--- src/rtl/dpcn_pkg.sv ---
// Shared constants, codes and word types of the debounced pin change notifier.
`default_nettype none

package dpcn_pkg;

    localparam int PORTS       = 3;
    localparam int SUBSCRIBERS = 8;
    localparam int PIN_WIDTH   = 8;

    localparam int PORT_W = (PORTS > 1) ? $clog2(PORTS) : 1;
    localparam int SLOT_W = (SUBSCRIBERS > 1) ? $clog2(SUBSCRIBERS) : 1;

    typedef enum logic [1:0] {
        OP_TICK    = 2'd0,
        OP_ENABLE  = 2'd1,
        OP_DISABLE = 2'd2,
        OP_NONE    = 2'd3
    } t_opcode;

    typedef enum logic [1:0] {
        ST_OK          = 2'd0,
        ST_ALREADY_ON  = 2'd1,
        ST_ALREADY_OFF = 2'd2,
        ST_BAD_PORT    = 2'd3
    } t_status;

    typedef enum logic {
        KIND_STATUS = 1'b0,
        KIND_NOTIFY = 1'b1
    } t_kind;

    typedef struct packed {
        logic [1:0] opcode;
        logic [7:0] pins0;
        logic [7:0] pins1;
        logic [7:0] pins2;
        logic [2:0] slot;
        logic [1:0] port;
        logic [7:0] mask;
        logic [7:0] event_code;
    } t_in_word;

    typedef struct packed {
        logic       kind;
        logic [1:0] status;
        logic [2:0] target_slot;
        logic [1:0] changed_port;
        logic [7:0] event_out;
        logic [7:0] level;
        logic [7:0] changed;
        logic       last;
    } t_out_word;

    // port bank control
    typedef struct packed {
        logic                 deb_en;
        logic                 mask_or_en;
        logic                 mask_set_en;
        logic [PORT_W-1:0]    idx;
        logic [PIN_WIDTH-1:0] raw;
        logic [PIN_WIDTH-1:0] mask;
    } t_bank_cmd;

    typedef struct packed {
        logic [PIN_WIDTH-1:0] toggled;
        logic [PIN_WIDTH-1:0] level;
    } t_bank_resp;

    // slot table control
    typedef struct packed {
        logic                 set_en;
        logic                 clr_en;
        logic [SLOT_W-1:0]    idx;
        logic [PORT_W-1:0]    port;
        logic [PIN_WIDTH-1:0] pins;
        logic [7:0]           event_code;
    } t_slot_cmd;

    typedef struct packed {
        logic                 active;
        logic [PORT_W-1:0]    port;
        logic [PIN_WIDTH-1:0] pins;
        logic [7:0]           event_code;
    } t_slot_entry;

endpackage

`default_nettype wire

--- src/rtl/dpcn_channels.sv ---
// Valid/ready channel interfaces for input and result words.
`default_nettype none

interface dpcn_in_if;
    import dpcn_pkg::*;
    logic     valid;
    logic     ready;
    t_in_word data;
    modport source (output valid, output data, input ready);
    modport sink   (input valid, input data, output ready);
endinterface

interface dpcn_out_if;
    import dpcn_pkg::*;
    logic      valid;
    logic      ready;
    t_out_word data;
    modport source (output valid, output data, input ready);
    modport sink   (input valid, input data, output ready);
endinterface

`default_nettype wire

--- src/rtl/dpcn_port_bank.sv ---
// Per-port debounce counters, stable levels and watch masks with one access port.
`default_nettype none

module dpcn_port_bank (
    input  wire                   i_clk,
    input  wire                   i_rst_n,
    input  dpcn_pkg::t_bank_cmd   i_cmd,
    output dpcn_pkg::t_bank_resp  o_resp
);
    import dpcn_pkg::*;

    logic [PIN_WIDTH-1:0] r_stable [PORTS];
    logic [PIN_WIDTH-1:0] r_cnt_lo [PORTS];
    logic [PIN_WIDTH-1:0] r_cnt_hi [PORTS];
    logic [PIN_WIDTH-1:0] r_watch  [PORTS];

    logic                 idx_ok;
    logic [PIN_WIDTH-1:0] cur_stable, cur_lo, cur_hi, cur_watch;
    logic [PIN_WIDTH-1:0] sample, delta, n_lo, n_hi, toggled;

    assign idx_ok = (int'(i_cmd.idx) < PORTS);

    always_comb begin
        cur_stable = '0;
        cur_lo     = '0;
        cur_hi     = '0;
        cur_watch  = '0;
        if (idx_ok) begin
            cur_stable = r_stable[i_cmd.idx];
            cur_lo     = r_cnt_lo[i_cmd.idx];
            cur_hi     = r_cnt_hi[i_cmd.idx];
            cur_watch  = r_watch[i_cmd.idx];
        end
    end

    // 2-bit vertical counter: counts identical differing samples per pin
    assign sample  = i_cmd.raw & cur_watch;
    assign delta   = cur_stable ^ sample;
    assign n_hi    = (cur_hi ^ cur_lo) & delta;
    assign n_lo    = ~cur_lo & delta;
    assign toggled = delta & ~(n_hi | n_lo);

    assign o_resp.toggled = toggled;
    assign o_resp.level   = cur_stable ^ toggled;

    always_ff @(posedge i_clk) begin
        if (!i_rst_n) begin
            for (int p = 0; p < PORTS; p++) begin
                r_stable[p] <= '0;
                r_cnt_lo[p] <= '0;
                r_cnt_hi[p] <= '0;
                r_watch[p]  <= '0;
            end
        end else if (idx_ok) begin
            if (i_cmd.deb_en) begin
                r_stable[i_cmd.idx] <= cur_stable ^ toggled;
                r_cnt_lo[i_cmd.idx] <= n_lo;
                r_cnt_hi[i_cmd.idx] <= n_hi;
            end
            if (i_cmd.mask_or_en) begin
                r_watch[i_cmd.idx] <= cur_watch | i_cmd.mask;
            end else if (i_cmd.mask_set_en) begin
                r_watch[i_cmd.idx] <= i_cmd.mask;
            end
        end
    end

endmodule

`default_nettype wire

--- src/rtl/dpcn_slot_table.sv ---
// Subscriber slot table: active flags plus stored port, pin mask and event.
`default_nettype none

module dpcn_slot_table (
    input  wire                    i_clk,
    input  wire                    i_rst_n,
    input  dpcn_pkg::t_slot_cmd    i_cmd,
    output dpcn_pkg::t_slot_entry  o_entry
);
    import dpcn_pkg::*;

    logic                 r_active [SUBSCRIBERS];
    logic [PORT_W-1:0]    r_port   [SUBSCRIBERS];
    logic [PIN_WIDTH-1:0] r_pins   [SUBSCRIBERS];
    logic [7:0]           r_event  [SUBSCRIBERS];

    assign o_entry.active     = r_active[i_cmd.idx];
    assign o_entry.port       = r_port[i_cmd.idx];
    assign o_entry.pins       = r_pins[i_cmd.idx];
    assign o_entry.event_code = r_event[i_cmd.idx];

    always_ff @(posedge i_clk) begin
        if (!i_rst_n) begin
            for (int s = 0; s < SUBSCRIBERS; s++) begin
                r_active[s] <= 1'b0;
            end
        end else if (i_cmd.set_en) begin
            r_active[i_cmd.idx] <= 1'b1;
        end else if (i_cmd.clr_en) begin
            r_active[i_cmd.idx] <= 1'b0;
        end
    end

    // stored fields are only read while the slot is active
    always_ff @(posedge i_clk) begin
        if (i_cmd.set_en) begin
            r_port[i_cmd.idx]  <= i_cmd.port;
            r_pins[i_cmd.idx]  <= i_cmd.pins;
            r_event[i_cmd.idx] <= i_cmd.event_code;
        end
    end

endmodule

`default_nettype wire

--- src/rtl/debounced_pin_change_notifier_unit.sv ---
// Top level: sequencer, result staging and output register of the pin change notifier.
//
// Usage: words arrive on i_in (valid/ready). A tick word carries raw samples of
// three 8-pin ports; enable/disable words add or remove a subscriber slot.
// Results leave on o_out (valid/ready) from an output register.
// The block takes one word at a time: i_in.ready is high only while idle.
// Tick: the word is accepted, each port is debounced in turn, all slots are
// scanned for each port whose debounced level changed, then a finish step.
// One match unit tests one slot per cycle unless a receiver stall holds the scan.
// Notifications are staged one deep so the final one can carry last; each is
// released when the next match shows up or the scan ends.
// Enable: one status word. Disable: the status word, then the port's watch
// mask is rebuilt one slot per cycle.
// Receiver stall: the sequencer holds wherever it must hand over a word and the
// output register is still full; nothing is lost or repeated.
// Reset (synchronous, active low): debounce state, watch masks, active flags
// and all control clear; stored slot fields are left as they are.
`default_nettype none

module debounced_pin_change_notifier_unit (
    input  wire         i_clk,
    input  wire         i_rst_n,
    dpcn_in_if.sink     i_in,
    dpcn_out_if.source  o_out
);
    import dpcn_pkg::*;

    typedef enum logic [2:0] {
        S_IDLE,
        S_DEB,
        S_SCAN,
        S_FIN,
        S_CFG,
        S_MSCAN
    } t_state;

    localparam logic [PORT_W-1:0] LAST_PORT = PORT_W'(PORTS - 1);
    localparam logic [SLOT_W-1:0] LAST_SLOT = SLOT_W'(SUBSCRIBERS - 1);

    t_state               r_state, n_state;
    t_in_word             r_in, n_in;
    logic [PORT_W-1:0]    r_p, n_p;
    logic [SLOT_W-1:0]    r_s, n_s;
    logic [PORT_W-1:0]    r_port, n_port;
    logic [PIN_WIDTH-1:0] r_tog, n_tog;
    logic [PIN_WIDTH-1:0] r_lvl, n_lvl;
    logic [PIN_WIDTH-1:0] r_acc, n_acc;
    logic                 r_have_pend, n_have_pend;
    t_out_word            r_pend, n_pend;
    logic                 r_ov, n_ov;
    t_out_word            r_out, n_out;

    t_bank_cmd            bank_cmd;
    t_bank_resp           bank_resp;
    t_slot_cmd            slot_cmd;
    t_slot_entry          ent;

    logic                 out_free;
    logic                 push;
    t_out_word            push_word;
    logic                 match;
    t_out_word            cand;
    logic [1:0]           status;
    logic [PIN_WIDTH-1:0] raw;
    logic [PIN_WIDTH-1:0] acc_next;

    dpcn_port_bank u_bank (
        .i_clk   (i_clk),
        .i_rst_n (i_rst_n),
        .i_cmd   (bank_cmd),
        .o_resp  (bank_resp)
    );

    dpcn_slot_table u_slots (
        .i_clk   (i_clk),
        .i_rst_n (i_rst_n),
        .i_cmd   (slot_cmd),
        .o_entry (ent)
    );

    assign i_in.ready  = (r_state == S_IDLE);
    assign o_out.valid = r_ov;
    assign o_out.data  = r_out;
    assign out_free    = !r_ov || o_out.ready;

    // raw samples of the port under debounce; ports past the pin fields read 0
    always_comb begin
        raw = '0;
        case (r_p)
            PORT_W'(0): raw = PIN_WIDTH'(r_in.pins0);
            PORT_W'(1): raw = PIN_WIDTH'(r_in.pins1);
            PORT_W'(2): raw = PIN_WIDTH'(r_in.pins2);
            default:    raw = '0;
        endcase
    end

    // shared match unit: one slot against the current port's toggles
    assign match = ent.active && (ent.port == r_p) && ((ent.pins & r_tog) != '0);

    always_comb begin
        cand              = '0;
        cand.kind         = KIND_NOTIFY;
        cand.status       = ST_OK;
        cand.target_slot  = 3'(r_s);
        cand.changed_port = 2'(r_p);
        cand.event_out    = 8'(ent.event_code);
        cand.level        = 8'(r_lvl);
        cand.changed      = 8'(r_tog);
        cand.last         = 1'b0;
    end

    assign acc_next = (ent.active && (ent.port == r_port)) ? (r_acc | ent.pins) : r_acc;

    always_comb begin
        n_state     = r_state;
        n_in        = r_in;
        n_p         = r_p;
        n_s         = r_s;
        n_port      = r_port;
        n_tog       = r_tog;
        n_lvl       = r_lvl;
        n_acc       = r_acc;
        n_have_pend = r_have_pend;
        n_pend      = r_pend;
        push        = 1'b0;
        push_word   = r_pend;
        status      = ST_OK;

        bank_cmd        = '0;
        bank_cmd.idx    = (r_state == S_DEB) ? r_p : r_port;
        bank_cmd.raw    = raw;
        bank_cmd.mask   = PIN_WIDTH'(r_in.mask);

        slot_cmd            = '0;
        slot_cmd.idx        = (r_state == S_CFG) ? SLOT_W'(r_in.slot) : r_s;
        slot_cmd.port       = r_port;
        slot_cmd.pins       = PIN_WIDTH'(r_in.mask);
        slot_cmd.event_code = r_in.event_code;

        case (r_state)
            S_IDLE: begin
                if (i_in.valid) begin
                    n_in = i_in.data;
                    case (i_in.data.opcode)
                        OP_TICK: begin
                            n_state     = S_DEB;
                            n_p         = '0;
                            n_have_pend = 1'b0;
                        end
                        OP_ENABLE, OP_DISABLE: begin
                            n_state = S_CFG;
                            n_port  = PORT_W'(i_in.data.port);
                        end
                        default: n_state = S_IDLE;
                    endcase
                end
            end

            S_DEB: begin
                bank_cmd.deb_en = 1'b1;
                n_tog           = bank_resp.toggled;
                n_lvl           = bank_resp.level;
                n_s             = '0;
                if (bank_resp.toggled != '0) begin
                    n_state = S_SCAN;
                end else if (r_p == LAST_PORT) begin
                    n_state = S_FIN;
                end else begin
                    n_p = r_p + PORT_W'(1);
                end
            end

            S_SCAN: begin
                // a second match releases the staged one, so it needs the register
                if (!(match && r_have_pend && !out_free)) begin
                    if (match) begin
                        push        = r_have_pend;
                        n_pend      = cand;
                        n_have_pend = 1'b1;
                    end
                    if (r_s == LAST_SLOT) begin
                        if (r_p == LAST_PORT) begin
                            n_state = S_FIN;
                        end else begin
                            n_p     = r_p + PORT_W'(1);
                            n_state = S_DEB;
                        end
                    end else begin
                        n_s = r_s + SLOT_W'(1);
                    end
                end
            end

            S_FIN: begin
                if (!r_have_pend) begin
                    n_state = S_IDLE;
                end else if (out_free) begin
                    push           = 1'b1;
                    push_word.last = 1'b1;
                    n_have_pend    = 1'b0;
                    n_state        = S_IDLE;
                end
            end

            S_CFG: begin
                if (int'(r_in.slot) >= SUBSCRIBERS) begin
                    status = ST_BAD_PORT;
                end else if (r_in.opcode == OP_ENABLE) begin
                    if (int'(r_in.port) >= PORTS) begin
                        status = ST_BAD_PORT;
                    end else if (ent.active) begin
                        status = ST_ALREADY_ON;
                    end
                end else if (!ent.active) begin
                    status = ST_ALREADY_OFF;
                end

                push_word             = '0;
                push_word.kind        = KIND_STATUS;
                push_word.status      = status;
                push_word.target_slot = r_in.slot;
                push_word.last        = 1'b1;

                if (out_free) begin
                    push    = 1'b1;
                    n_state = S_IDLE;
                    if (status == ST_OK) begin
                        if (r_in.opcode == OP_ENABLE) begin
                            slot_cmd.set_en     = 1'b1;
                            bank_cmd.mask_or_en = 1'b1;
                        end else begin
                            slot_cmd.clr_en = 1'b1;
                            n_port          = ent.port;
                            n_acc           = '0;
                            n_s             = '0;
                            n_state         = S_MSCAN;
                        end
                    end
                end
            end

            S_MSCAN: begin
                // rebuild the watch mask from the remaining slots on that port
                n_acc = acc_next;
                if (r_s == LAST_SLOT) begin
                    bank_cmd.mask_set_en = 1'b1;
                    bank_cmd.mask        = acc_next;
                    n_state              = S_IDLE;
                end else begin
                    n_s = r_s + SLOT_W'(1);
                end
            end

            default: n_state = S_IDLE;
        endcase

        n_ov  = r_ov;
        n_out = r_out;
        if (push) begin
            n_ov  = 1'b1;
            n_out = push_word;
        end else if (o_out.ready) begin
            n_ov = 1'b0;
        end
    end

    always_ff @(posedge i_clk) begin
        if (!i_rst_n) begin
            r_state     <= S_IDLE;
            r_have_pend <= 1'b0;
            r_ov        <= 1'b0;
            r_p         <= '0;
            r_s         <= '0;
        end else begin
            r_state     <= n_state;
            r_have_pend <= n_have_pend;
            r_ov        <= n_ov;
            r_p         <= n_p;
            r_s         <= n_s;
        end
        r_in   <= n_in;
        r_port <= n_port;
        r_tog  <= n_tog;
        r_lvl  <= n_lvl;
        r_acc  <= n_acc;
        r_pend <= n_pend;
        r_out  <= n_out;
    end

    a_push_needs_room: assert property (@(posedge i_clk) disable iff (!i_rst_n)
        push |-> out_free)
        else $error("result word pushed into a full output register");

    a_idle_no_staged: assert property (@(posedge i_clk) disable iff (!i_rst_n)
        (r_state == S_IDLE) |-> !r_have_pend)
        else $error("staged notification left behind at idle");

    a_scan_has_toggles: assert property (@(posedge i_clk) disable iff (!i_rst_n)
        (r_state == S_SCAN) |-> (r_tog != '0))
        else $error("slot scan entered for a port with no toggled pins");

    a_staged_is_notify: assert property (@(posedge i_clk) disable iff (!i_rst_n)
        r_have_pend |-> (r_pend.kind == KIND_NOTIFY))
        else $error("staged word is not a notification");

    a_cfg_entry: assert property (@(posedge i_clk) disable iff (!i_rst_n)
        (i_in.valid && i_in.ready &&
         (i_in.data.opcode == OP_ENABLE || i_in.data.opcode == OP_DISABLE))
        |=> (r_state == S_CFG))
        else $error("enable or disable word did not reach the status step");

endmodule

`default_nettype wire

--- src/flat_wrapper.sv ---
// flat-port wrapper written by rule: the top's interface ports become plain ports
module debounced_pin_change_notifier_unit_flat import dpcn_pkg::*;
  (i_clk, i_rst_n, i_in_valid, i_in_data, i_in_ready, o_out_valid, o_out_data, o_out_ready);
  dpcn_in_if i_in_i ();
  dpcn_out_if o_out_i ();
  input  wire i_clk;
  input  wire i_rst_n;
  input wire logic [$bits(i_in_i.valid)-1:0] i_in_valid;
  input wire logic [$bits(i_in_i.data)-1:0] i_in_data;
  output wire logic [$bits(i_in_i.ready)-1:0] i_in_ready;
  output wire logic [$bits(o_out_i.valid)-1:0] o_out_valid;
  output wire logic [$bits(o_out_i.data)-1:0] o_out_data;
  input wire logic [$bits(o_out_i.ready)-1:0] o_out_ready;
  assign i_in_i.valid = i_in_valid;
  assign i_in_i.data = i_in_data;
  assign i_in_ready = i_in_i.ready;
  assign o_out_valid = o_out_i.valid;
  assign o_out_data = o_out_i.data;
  assign o_out_i.ready = o_out_ready;
  debounced_pin_change_notifier_unit u_core (.i_clk(i_clk), .i_rst_n(i_rst_n), .i_in(i_in_i), .o_out(o_out_i));
endmodule
--- config.mk ---
export PLATFORM = sky130hd
export DESIGN_NAME = debounced_pin_change_notifier_unit_flat
export DESIGN_NICKNAME = d
export VERILOG_FILES = /design/src/rtl/dpcn_pkg.sv /design/src/rtl/dpcn_channels.sv /design/src/rtl/dpcn_port_bank.sv /design/src/rtl/dpcn_slot_table.sv /design/src/rtl/debounced_pin_change_notifier_unit.sv /design/src/flat_wrapper.sv
export SDC_FILE = /design/constraint.sdc
export NUM_CORES = 1
export LEC_CHECK = 0
export BUFFER_PORTS_ARGS = -buffer_cell sky130_fd_sc_hd__buf_2
export CAP_MARGIN = 40
export CELL_PAD_IN_SITES_DETAIL_PLACEMENT = 1
export CELL_PAD_IN_SITES_GLOBAL_PLACEMENT = 1
export CORE_ASPECT_RATIO = 1.5
export CORE_MARGIN = 2
export CORE_UTILIZATION = 54
export DETAILED_ROUTE_END_ITERATION = 8
export HOLD_SLACK_MARGIN = 0.03
export PLACE_DENSITY_LB_ADDON = 0.1
export SYNTH_ARGS = -nofsm -noshare
export SYNTH_HDL_FRONTEND = slang
export SYNTH_SLANG_ARGS = --single-unit
export TNS_END_PERCENT = 100
--- constraint.sdc ---
create_clock -name i_clk -period 7.95 [get_ports i_clk]
set_input_delay 1.59 -clock i_clk [delete_from_list [all_inputs] [get_ports i_clk]]
set_output_delay 1.59 -clock i_clk [all_outputs]
set_load 0.1 [all_outputs]
==> flow_summary.toml, run 1 <==
[outcome]
status = "finished, final reports clean"

[worst_setup_path]
crit_start = "u_core.r_state[1]"
cpLargestDelayFamily = "compound AO/OA/AOI/OAI gates"
regToRegStartpoint = "u_core.r_state[1]"
crit_path_start_kind = "flip-flop"
critPathBufInv = 4
crit_path_max_fanout = 77
regToRegSetupSlack_ns = 2.42
rr_worst_depth = 12
critPathMostFrequentCell = "buf_4"
endpoint_kind = "flip-flop"
critPathSlowestCell = "dfxtp_1"
endpoint = "u_core.r_pend[21]"
path_depth = 12
crit_chain = "nor3b_4, buf_4, inv_2, buf_4, a21o_1, a211oi_1, o22ai_2, o221ai_1, a31oi_1, nand2_1, a21oi_4, buf_16"
crit_arrival_ns = 5.79
crit_required_ns = 8.21
critPathKind = "flip-flop to flip-flop"
r2r-end = "u_core.r_pend[21]"
slowest_delay_ns = 0.75

[sta]
finalHoldViolCount = 0
whs_ns = 0.415
slew_headroom_pct = 36.5
fin_tns_setup_ns = 0
fmaxAchievable_ghz = 0.181
finalSetupViolCount = 0
skew_ns = 0.0274
report.final.slew_viol_count = 0
worst_pin_slew_ns = 0.926
period_minus_slack_ns = 5.53
finalCritPeriodShare_pct = 69.5
rsz0062_at_grt = "no"

[cells_and_area]
syn_to_final_growth_pct = 12.6
seqCellArea_sq_um = 11600
multiInputGateArea_sq_um = 5410
nNetsFinal = 1492
nFillCells = 3155
drive_gt1_share_pct = 17.2
diodes = 0

[logic_synthesis]
ys_types = 88
ys_seq_area_share_pct = 66.5
synth_area_sq_um = 17500
yosysWarnings = 0
mappedNetlistNets = 1401
synth_edf_count = 375
syn_inst = 1342
avgSynthCellArea_sq_um = 13.0
synth_ff_type = "edfxtp_1"
ys_seq_elements = 393
ys_async_sr_fraction_pct = 0

[floorplanning]
coreArea_sq_um = 31800
core.rowCount = 80
die_area_sq_um = 33800
ios = 86
fp.dieH_um = 224
die_w_um = 151
initial_core_util_pct = 54.9

[routing]
wl_per_cell_um = 28.9
drt_iter0_markers = 811
ant_nets = 0
post_drt_via_cell_ratio = 6.46
first_pass_iters = 5
drc = 0
wirelength_um = 54200
vias = 12102

[placed_design]
io_buffers = 85
gp_congestion = 0.954
dpl.hpwl_um = 37500

[hold_path]
holdCritPathClass = "flip-flop to flip-flop"

[run]
maxCapViolCount = 0

[clocking]
cts.sinks = 393
cts-buffers-inserted = 38
post_cts_resized = 0
cts-root-buf = "clkbuf_16"
cts_tree = "yes"
clock_latency_ns = 0.56
htreeDepth = 2
path_clk_slew_ns = 0.06
post-cts-setup-buffers = 0
cts_hold_buf = 0
cts_max_path_buffers = 3

[pwr]
vdd_drop_max_v = 0.000267
cellLeakagePower_nw = 6.81
finalPower_mw = 5.33
powerDensity_nw_per_um2 = 271

[grt]
grt_antenna_before_repair = 0
grt_max_degree = 78
track_usage_pct = 32.9
grt_first_pass_wirelength_um = 81600
grt_overflow_total = 0
grt_pass1_vias = 13358
-- power by group --
group	switching, mW	internal (mW)
combinational	0.747	0.283
clock	0.799	0.992
sequential	0.0944	2.42
-- flip-flops by register name, summed over array words and instances (netlist names) --
| register | cells |
|---|---|
| u_core.r_in | 47 |
| u_core.u_slots.r_pins | 64 |
| u_core.r_tog | 8 |
| u_core.u_bank.r_cnt_hi | 24 |
| u_core.u_slots.r_active | 8 |
| u_core.r_state | 3 |
| u_core.o_out.data | 33 |
| u_core.r_s | 3 |
| u_core.u_bank.r_stable | 24 |
| u_core.u_slots.r_port | 16 |
| u_core.r_acc | 8 |
| u_core.r_pend | 29 |
| u_core.u_bank.r_watch | 24 |
| u_core.r_port | 2 |
| u_core.r_have_pend | 1 |
| u_core.r_p | 2 |
| u_core.o_out.valid | 1 |
| u_core.u_bank.r_cnt_lo | 24 |
| u_core.r_lvl | 8 |
| u_core.u_slots.r_event | 64 |
-- worst reg2reg max path: cells and delay by family, from the launching register on --
kind                   cells  cell delay (ns)
flip-flops                 1             0.75
buffers and inverters      4             1.54
AO/OA/AOI/OAI              6             2.61
AND/OR/NAND/NOR            2             0.35
-- area by class of cell --
class	instances	area share (%)
Clock buffer	48	5.02
Timing Repair Buffer	126	3.99
Inverter	37	0.706
Sequential cell	393	59.1
Multi-Input combinational cell	837	27.5
Clock inverter	22	1.09
Tap cell	410	2.61
-- kinds of logic after synthesis --
group / count (synthesis) / share of synthesized area (%)
AND/OR/NAND/NOR: 474 / 13.5
flip-flops: 393 / 66.5
AO/OA/AOI/OAI: 286 / 12.5
buffers and inverters: 112 / 2.74
multiplexers: 60 / 3.77
XOR/XNOR: 9 / 0.451
adder cells (fa/ha/maj): 8 / 0.573
-- placed cells by master, fill, tap and decap left out, types with 8 or more instances in the layout --
| master | netlist | routed |
|---|---|---|
| a221oi_1 | 8 | 8 |
| nand4_1 | 9 | 9 |
| nor4_1 | 10 | 10 |
| nor4b_1 | 9 | 9 |
| nand2_1 | 117 | 117 |
| inv_1 | 34 | 34 |
| dfxtp_1 | 18 | 18 |
| o21ai_0 | 24 | 24 |
| a21o_1 | 8 | 8 |
| nor3_1 | 24 | 24 |
| clkbuf_16 | 0 | 38 |
| nor2_1 | 163 | 161 |
| nand3_1 | 19 | 19 |
| ha_1 | 8 | 8 |
| edfxtp_1 | 375 | 375 |
| buf_2 | 13 | 86 |
| o211ai_1 | 11 | 11 |
| o22ai_1 | 25 | 25 |
| clkinv_2 | 0 | 8 |
| mux2_2 | 15 | 15 |
| buf_4 | 1 | 35 |
| a21oi_1 | 38 | 36 |
| nor3b_1 | 17 | 17 |
| nand2b_1 | 23 | 23 |
| or2_2 | 8 | 8 |
| a211oi_1 | 34 | 34 |
| a222oi_1 | 11 | 11 |
| mux2i_1 | 37 | 37 |
| a31oi_1 | 15 | 15 |
| clkbuf_1 | 52 | 10 |
| and2_1 | 31 | 30 |
| a41oi_1 | 9 | 9 |
| o221a_2 | 8 | 8 |
-- stage by stage --
| stage | setup slack (ns) | utilization (%) | instance area, sq um | std cells |
|---|---|---|---|---|
| 2_1_floorplan | 3.16 | - | 17500 | 1342 |
| 3_3_place_gp | 2.49 | 57.6 | 18300 | 1793 |
| 3_5_place_dp | 2.55 | 58.0 | 18500 | 1801 |
| 4_1_cts | 2.51 | 61.8 | 19700 | 1871 |
| 5_1_grt | 2.15 | 61.8 | 19700 | 1873 |
| 6_report | 2.42 | 61.8 | 19700 | 1873 |
-- metal layers --
| layer | GRT usage, % | up-vias | wire length [um] |
|---|---|---|---|
| met5 | 0 | - | 0 |
| li1 | - | 5333 | - |
| met1 | 34.4 | 6146 | 18300 |
| met4 | 21.8 | 0 | 4020 |
| met2 | 60.0 | 445 | 29400 |
| met3 | 4.85 | 178 | 2540 |
-- synthesized netlist by cell type (10+ instances only) --
library cell	count	area (sq um)
a21oi_1	38	190
nor4_1	10	62.6
o22ai_1	25	156
a31oi_1	15	93.8
o211ai_1	11	82.6
nor2_1	163	612
buf_2	13	65.1
nand2b_1	23	144
and2_1	31	194
edfxtp_1	375	11300
clkbuf_1	52	195
a211oi_1	34	255
mux2_2	15	169
o21ai_0	24	120
dfxtp_1	18	360
inv_1	34	128
nand2_1	117	439
mux2i_1	37	370
nand3_1	19	95.1
a222oi_1	11	110
nor3_1	24	120
nor3b_1	17	128
-- worst min-delay path by stage --
stage                          startpoint                end  slack (ns)  depth (start not counted)
after floorplan           u_core.r_lvl[1]  u_core.r_pend[10]        0.40                          0
after global placement    u_core.r_lvl[0]   u_core.r_pend[9]        0.40                          0
after detailed placement  u_core.r_lvl[3]  u_core.r_pend[12]        0.41                          0
after CTS                 u_core.r_lvl[3]  u_core.r_pend[12]        0.42                          0
after global routing      u_core.r_lvl[6]  u_core.r_pend[15]        0.42                          0
final                     u_core.r_lvl[1]  u_core.r_pend[10]        0.42                          0
Note: power is estimated with default switching activity, not from simulation.
==> run 2, diff against run 1 <==
--- a/config.mk
+++ b/config.mk
@@ -5,13 +5,14 @@
 export SDC_FILE = /design/constraint.sdc
 export NUM_CORES = 1
 export LEC_CHECK = 0
+export ABC_AREA = 1
 export BUFFER_PORTS_ARGS = -buffer_cell sky130_fd_sc_hd__buf_2
 export CAP_MARGIN = 40
 export CELL_PAD_IN_SITES_DETAIL_PLACEMENT = 1
 export CELL_PAD_IN_SITES_GLOBAL_PLACEMENT = 1
 export CORE_ASPECT_RATIO = 1.5
 export CORE_MARGIN = 2
-export CORE_UTILIZATION = 54
+export CORE_UTILIZATION = 44
 export DETAILED_ROUTE_END_ITERATION = 8
 export HOLD_SLACK_MARGIN = 0.03
 export PLACE_DENSITY_LB_ADDON = 0.1
==> constraint.sdc (replaced) <==
create_clock -name i_clk -period 4.8 [get_ports i_clk]
set_input_delay 0.96 -clock i_clk [delete_from_list [all_inputs] [get_ports i_clk]]
set_output_delay 0.96 -clock i_clk [all_outputs]
set_load 0.1 [all_outputs]
==> run 2 against run 1 <==
  * Clock skew is 0.011 ns lower
  * Maximum frequency is 45% higher
  * Setup slack worse by 1.4 ns
  * Utilization is 11 points lower
  * Sequential power is 84% higher
  * Clock power is 73% higher
  * Design area is 0.12% higher
  * Worst hold slack better by 0.0075 ns
  * Synthesized cell count is 22% higher
  * Critical path depth is 3 higher
  * Sequential cell count is 2 higher
  * Highest routed layer unchanged
  * Count of clock-buffer cells in the layout is 4 lower
==> flow_summary.toml, run 2 <==
[logic_synthesis]
ys_async_sr_fraction_pct = 0
synth.most_common_cell = "nand2_1"
yosysWarnings = 0
avgSynthCellArea_sq_um = 10.6
synth_area_sq_um = 17300
synth_top_area_share_pct = 65.5
ys_seq_elements = 395
yosys-top-cells-area = "edfxtp_1, nand2_1, inv_1"
synth_common_cells = "nand2_1, edfxtp_1, inv_1"
synth_ff_type = "edfxtp_1"
yosysTopAreaCell = "edfxtp_1"
ys_seq_area_share_pct = 67.5
syn_inst = 1635
synth_edf_count = 377
ys_types = 42

[clocking]
cts_hold_buf = 0
cts_tree = "yes"
path_clk_slew_ns = 0.06
post-cts-setup-buffers = 0
cts.sinks = 395
cts-buffers-inserted = 40
cts-root-buf = "clkbuf_16"
clock_latency_ns = 0.55
htreeDepth = 2
cts_max_path_buffers = 3
post_cts_resized = 0

[pwr]
cellLeakagePower_nw = 8.24
powerDensity_nw_per_um2 = 594
seqPwrFrac_pct = 39.5
power.internal_mw = 7.09
p_sw_share_pct = 39.5
pwr-share-comb_pct = 34.1
switchingPower_mw = 4.62
clock_power_share_pct = 26.5
vdd_drop_max_v = 0.000404

[grt]
grt_first_pass_wirelength_um = 72800
grt_overflow_total = 0
globalRouteMet1Util_pct = 24.5
use_met2_pct = 45.4
track_usage_pct = 23.4
grt_antenna_before_repair = 1
grt_pass1_vias = 12877
grt_max_degree = 40
met3_usage_pct = 2.96
grt-busiest-layer = "met2"

[placed_design]
gp_congestion = 0.833
dpl.hpwl_um = 33500
io_buffers = 85

[floorplanning]
core.rowCount = 89
initial_core_util_pct = 44.3
die_w_um = 166
fp.dieH_um = 247
coreArea_sq_um = 39100
die_area_sq_um = 40900
ios = 86

[worst_setup_path]
endpoint_kind = "flip-flop"
rr_worst_depth = 15
crit_arrival_ns = 4.04
crit_start = "u_core.r_state[2]"
critPathKind = "flip-flop to flip-flop"
crit_path_max_fanout = 39
crit_path_start_kind = "flip-flop"
regToRegStartpoint = "u_core.r_state[2]"
crit_required_ns = 5.02
regToRegSetupSlack_ns = 0.98
endpoint = "u_core.o_out.data[6]"
r2r-end = "u_core.o_out.data[6]"

[routing]
wirelength_um = 47600
ant_nets = 0
post_drt_via_cell_ratio = 5.17
first_pass_iters = 4
drt_iter0_markers = 655
wl_per_cell_um = 20.8
drc = 0
vias = 11826

[cells_and_area]
fin_util_pct = 50.4
drive_gt1_share_pct = 14.1
final_cell_mix = "nand2_1, edfxtp_1, inv_1"
reg_top3 = "u_core.u_slots.r_event (64), u_core.u_slots.r_pins (64), u_core.r_in (47)"
final_common_cell = "nand2_1"
nNetsFinal = 1815
syn_to_final_growth_pct = 13.9

[sta]
worst_pin_slew_ns = 0.896
finalCritPeriodShare_pct = 79.6
finalSetupViolCount = 0
fin_tns_setup_ns = 0
fmaxAchievable_ghz = 0.262
period_minus_slack_ns = 3.82
finalHoldViolCount = 0
skew_ns = 0.0160
slew_headroom_pct = 40.1
whs_ns = 0.423
report.final.slew_viol_count = 0
rsz0062_at_grt = "no"

[run]
maxCapViolCount = 0

[outcome]
status = "finished, final reports clean"

[hold_path]
holdCritPathClass = "flip-flop to flip-flop"
-- run 2: changes by cell type after synthesis, moves of 17 or more --
cell	delta
inv_1	+186
nand2b_1	-23
o22ai_1	-25
clkbuf_1	-43
a21oi_1	-21
nand2_1	+324
nor3_1	-19
mux2i_1	-37
nand3_1	+93
nor3b_1	-17
and2_1	-31
a211oi_1	-32
nor2_1	+49
-- run 2: critical path, cell delays in order (launching register included) --
cell and delay, ns:
dfxtp_1 0.60, nand2_4 0.24, nand2_4 0.26, nand2_2 0.51, nand2_1 0.21, nand2_1 0.08, nand2_1 0.06, nand2_1 0.10
nand2_1 0.10, nand2_1 0.11, nand2_1 0.08, nand2_1 0.06, nor2_2 0.18, nand4_1 0.13, nand3_2 0.38, buf_4 0.36
-- run 2: layer usage --
metal,part of all wire (%),vias to the layer above
met4,5.6,0
met1,37,5857
met3,3.2,104
met2,54,214
li1,-,5651
met5,0,-
-- run 2: layout make-up --
class,count,area (sq um)
Fill cell,4269,19400
Sequential cell,395,11700
Multi-Input combinational cell,960,4520
Clock buffer,44,1040
Inverter,237,890
Timing Repair Buffer,122,703
Tap cell,500,626
Clock inverter,27,240
Antenna cell,1,2.50
-- run 2: how the worst min path moves through the flow --
stage	startpoint	endpoint	slack, ns	cells past startpoint
after detailed placement	u_core.r_lvl[0]	u_core.r_pend[9]	0.41	0
final	u_core.r_lvl[1]	u_core.r_pend[10]	0.42	0
after floorplan	u_core.r_lvl[1]	u_core.r_pend[10]	0.40	0
after global placement	u_core.r_lvl[4]	u_core.r_pend[13]	0.40	0
after CTS	u_core.r_lvl[1]	u_core.r_pend[10]	0.43	0
after global routing	u_core.r_lvl[4]	u_core.r_pend[13]	0.43	0
-- run 2: kinds of logic (layout without fill, tap and decap cells) --
| logic type | Yosys count | in the layout | synth area share, % |
|---|---|---|---|
| AO/OA/AOI/OAI | 94 | 94 | 3.78 |
| AND/OR/NAND/NOR | 848 | 848 | 21.1 |
| flip-flops | 395 | 395 | 67.5 |
| buffers and inverters | 281 | 430 | 6.60 |
| other | 1 | 3 | 0.0217 |
| adder cells (fa/ha/maj) | 8 | 8 | 0.579 |
| XOR/XNOR | 8 | 8 | 0.405 |
-- run 2: per-stage QoR --
step | area [sq um] | setup slack [ns] | total power, mW | cells
after floorplan | 17300 | 0.0850 | 7.45 | 1636
after global routing | 19700 | 0.626 | 12.3 | 2286
after global placement | 18400 | 1.10 | 8.61 | 2214
after CTS | 19700 | 0.961 | 11.8 | 2285
final | 19700 | 0.978 | 11.7 | 2286
after detailed placement | 18400 | 0.993 | 8.71 | 2214
-- run 2: power groups by stage --
stage | sequential [mW] | clock (mW) | combinational (mW)
final | 4.62 | 3.10 | 3.99
after global routing | 4.65 | 3.27 | 4.42
after CTS | 4.63 | 3.16 | 4.03
after detailed placement | 4.70 | 0 | 4.01
after global placement | 4.68 | 0 | 3.93
after floorplan | 4.95 | 0 | 2.50
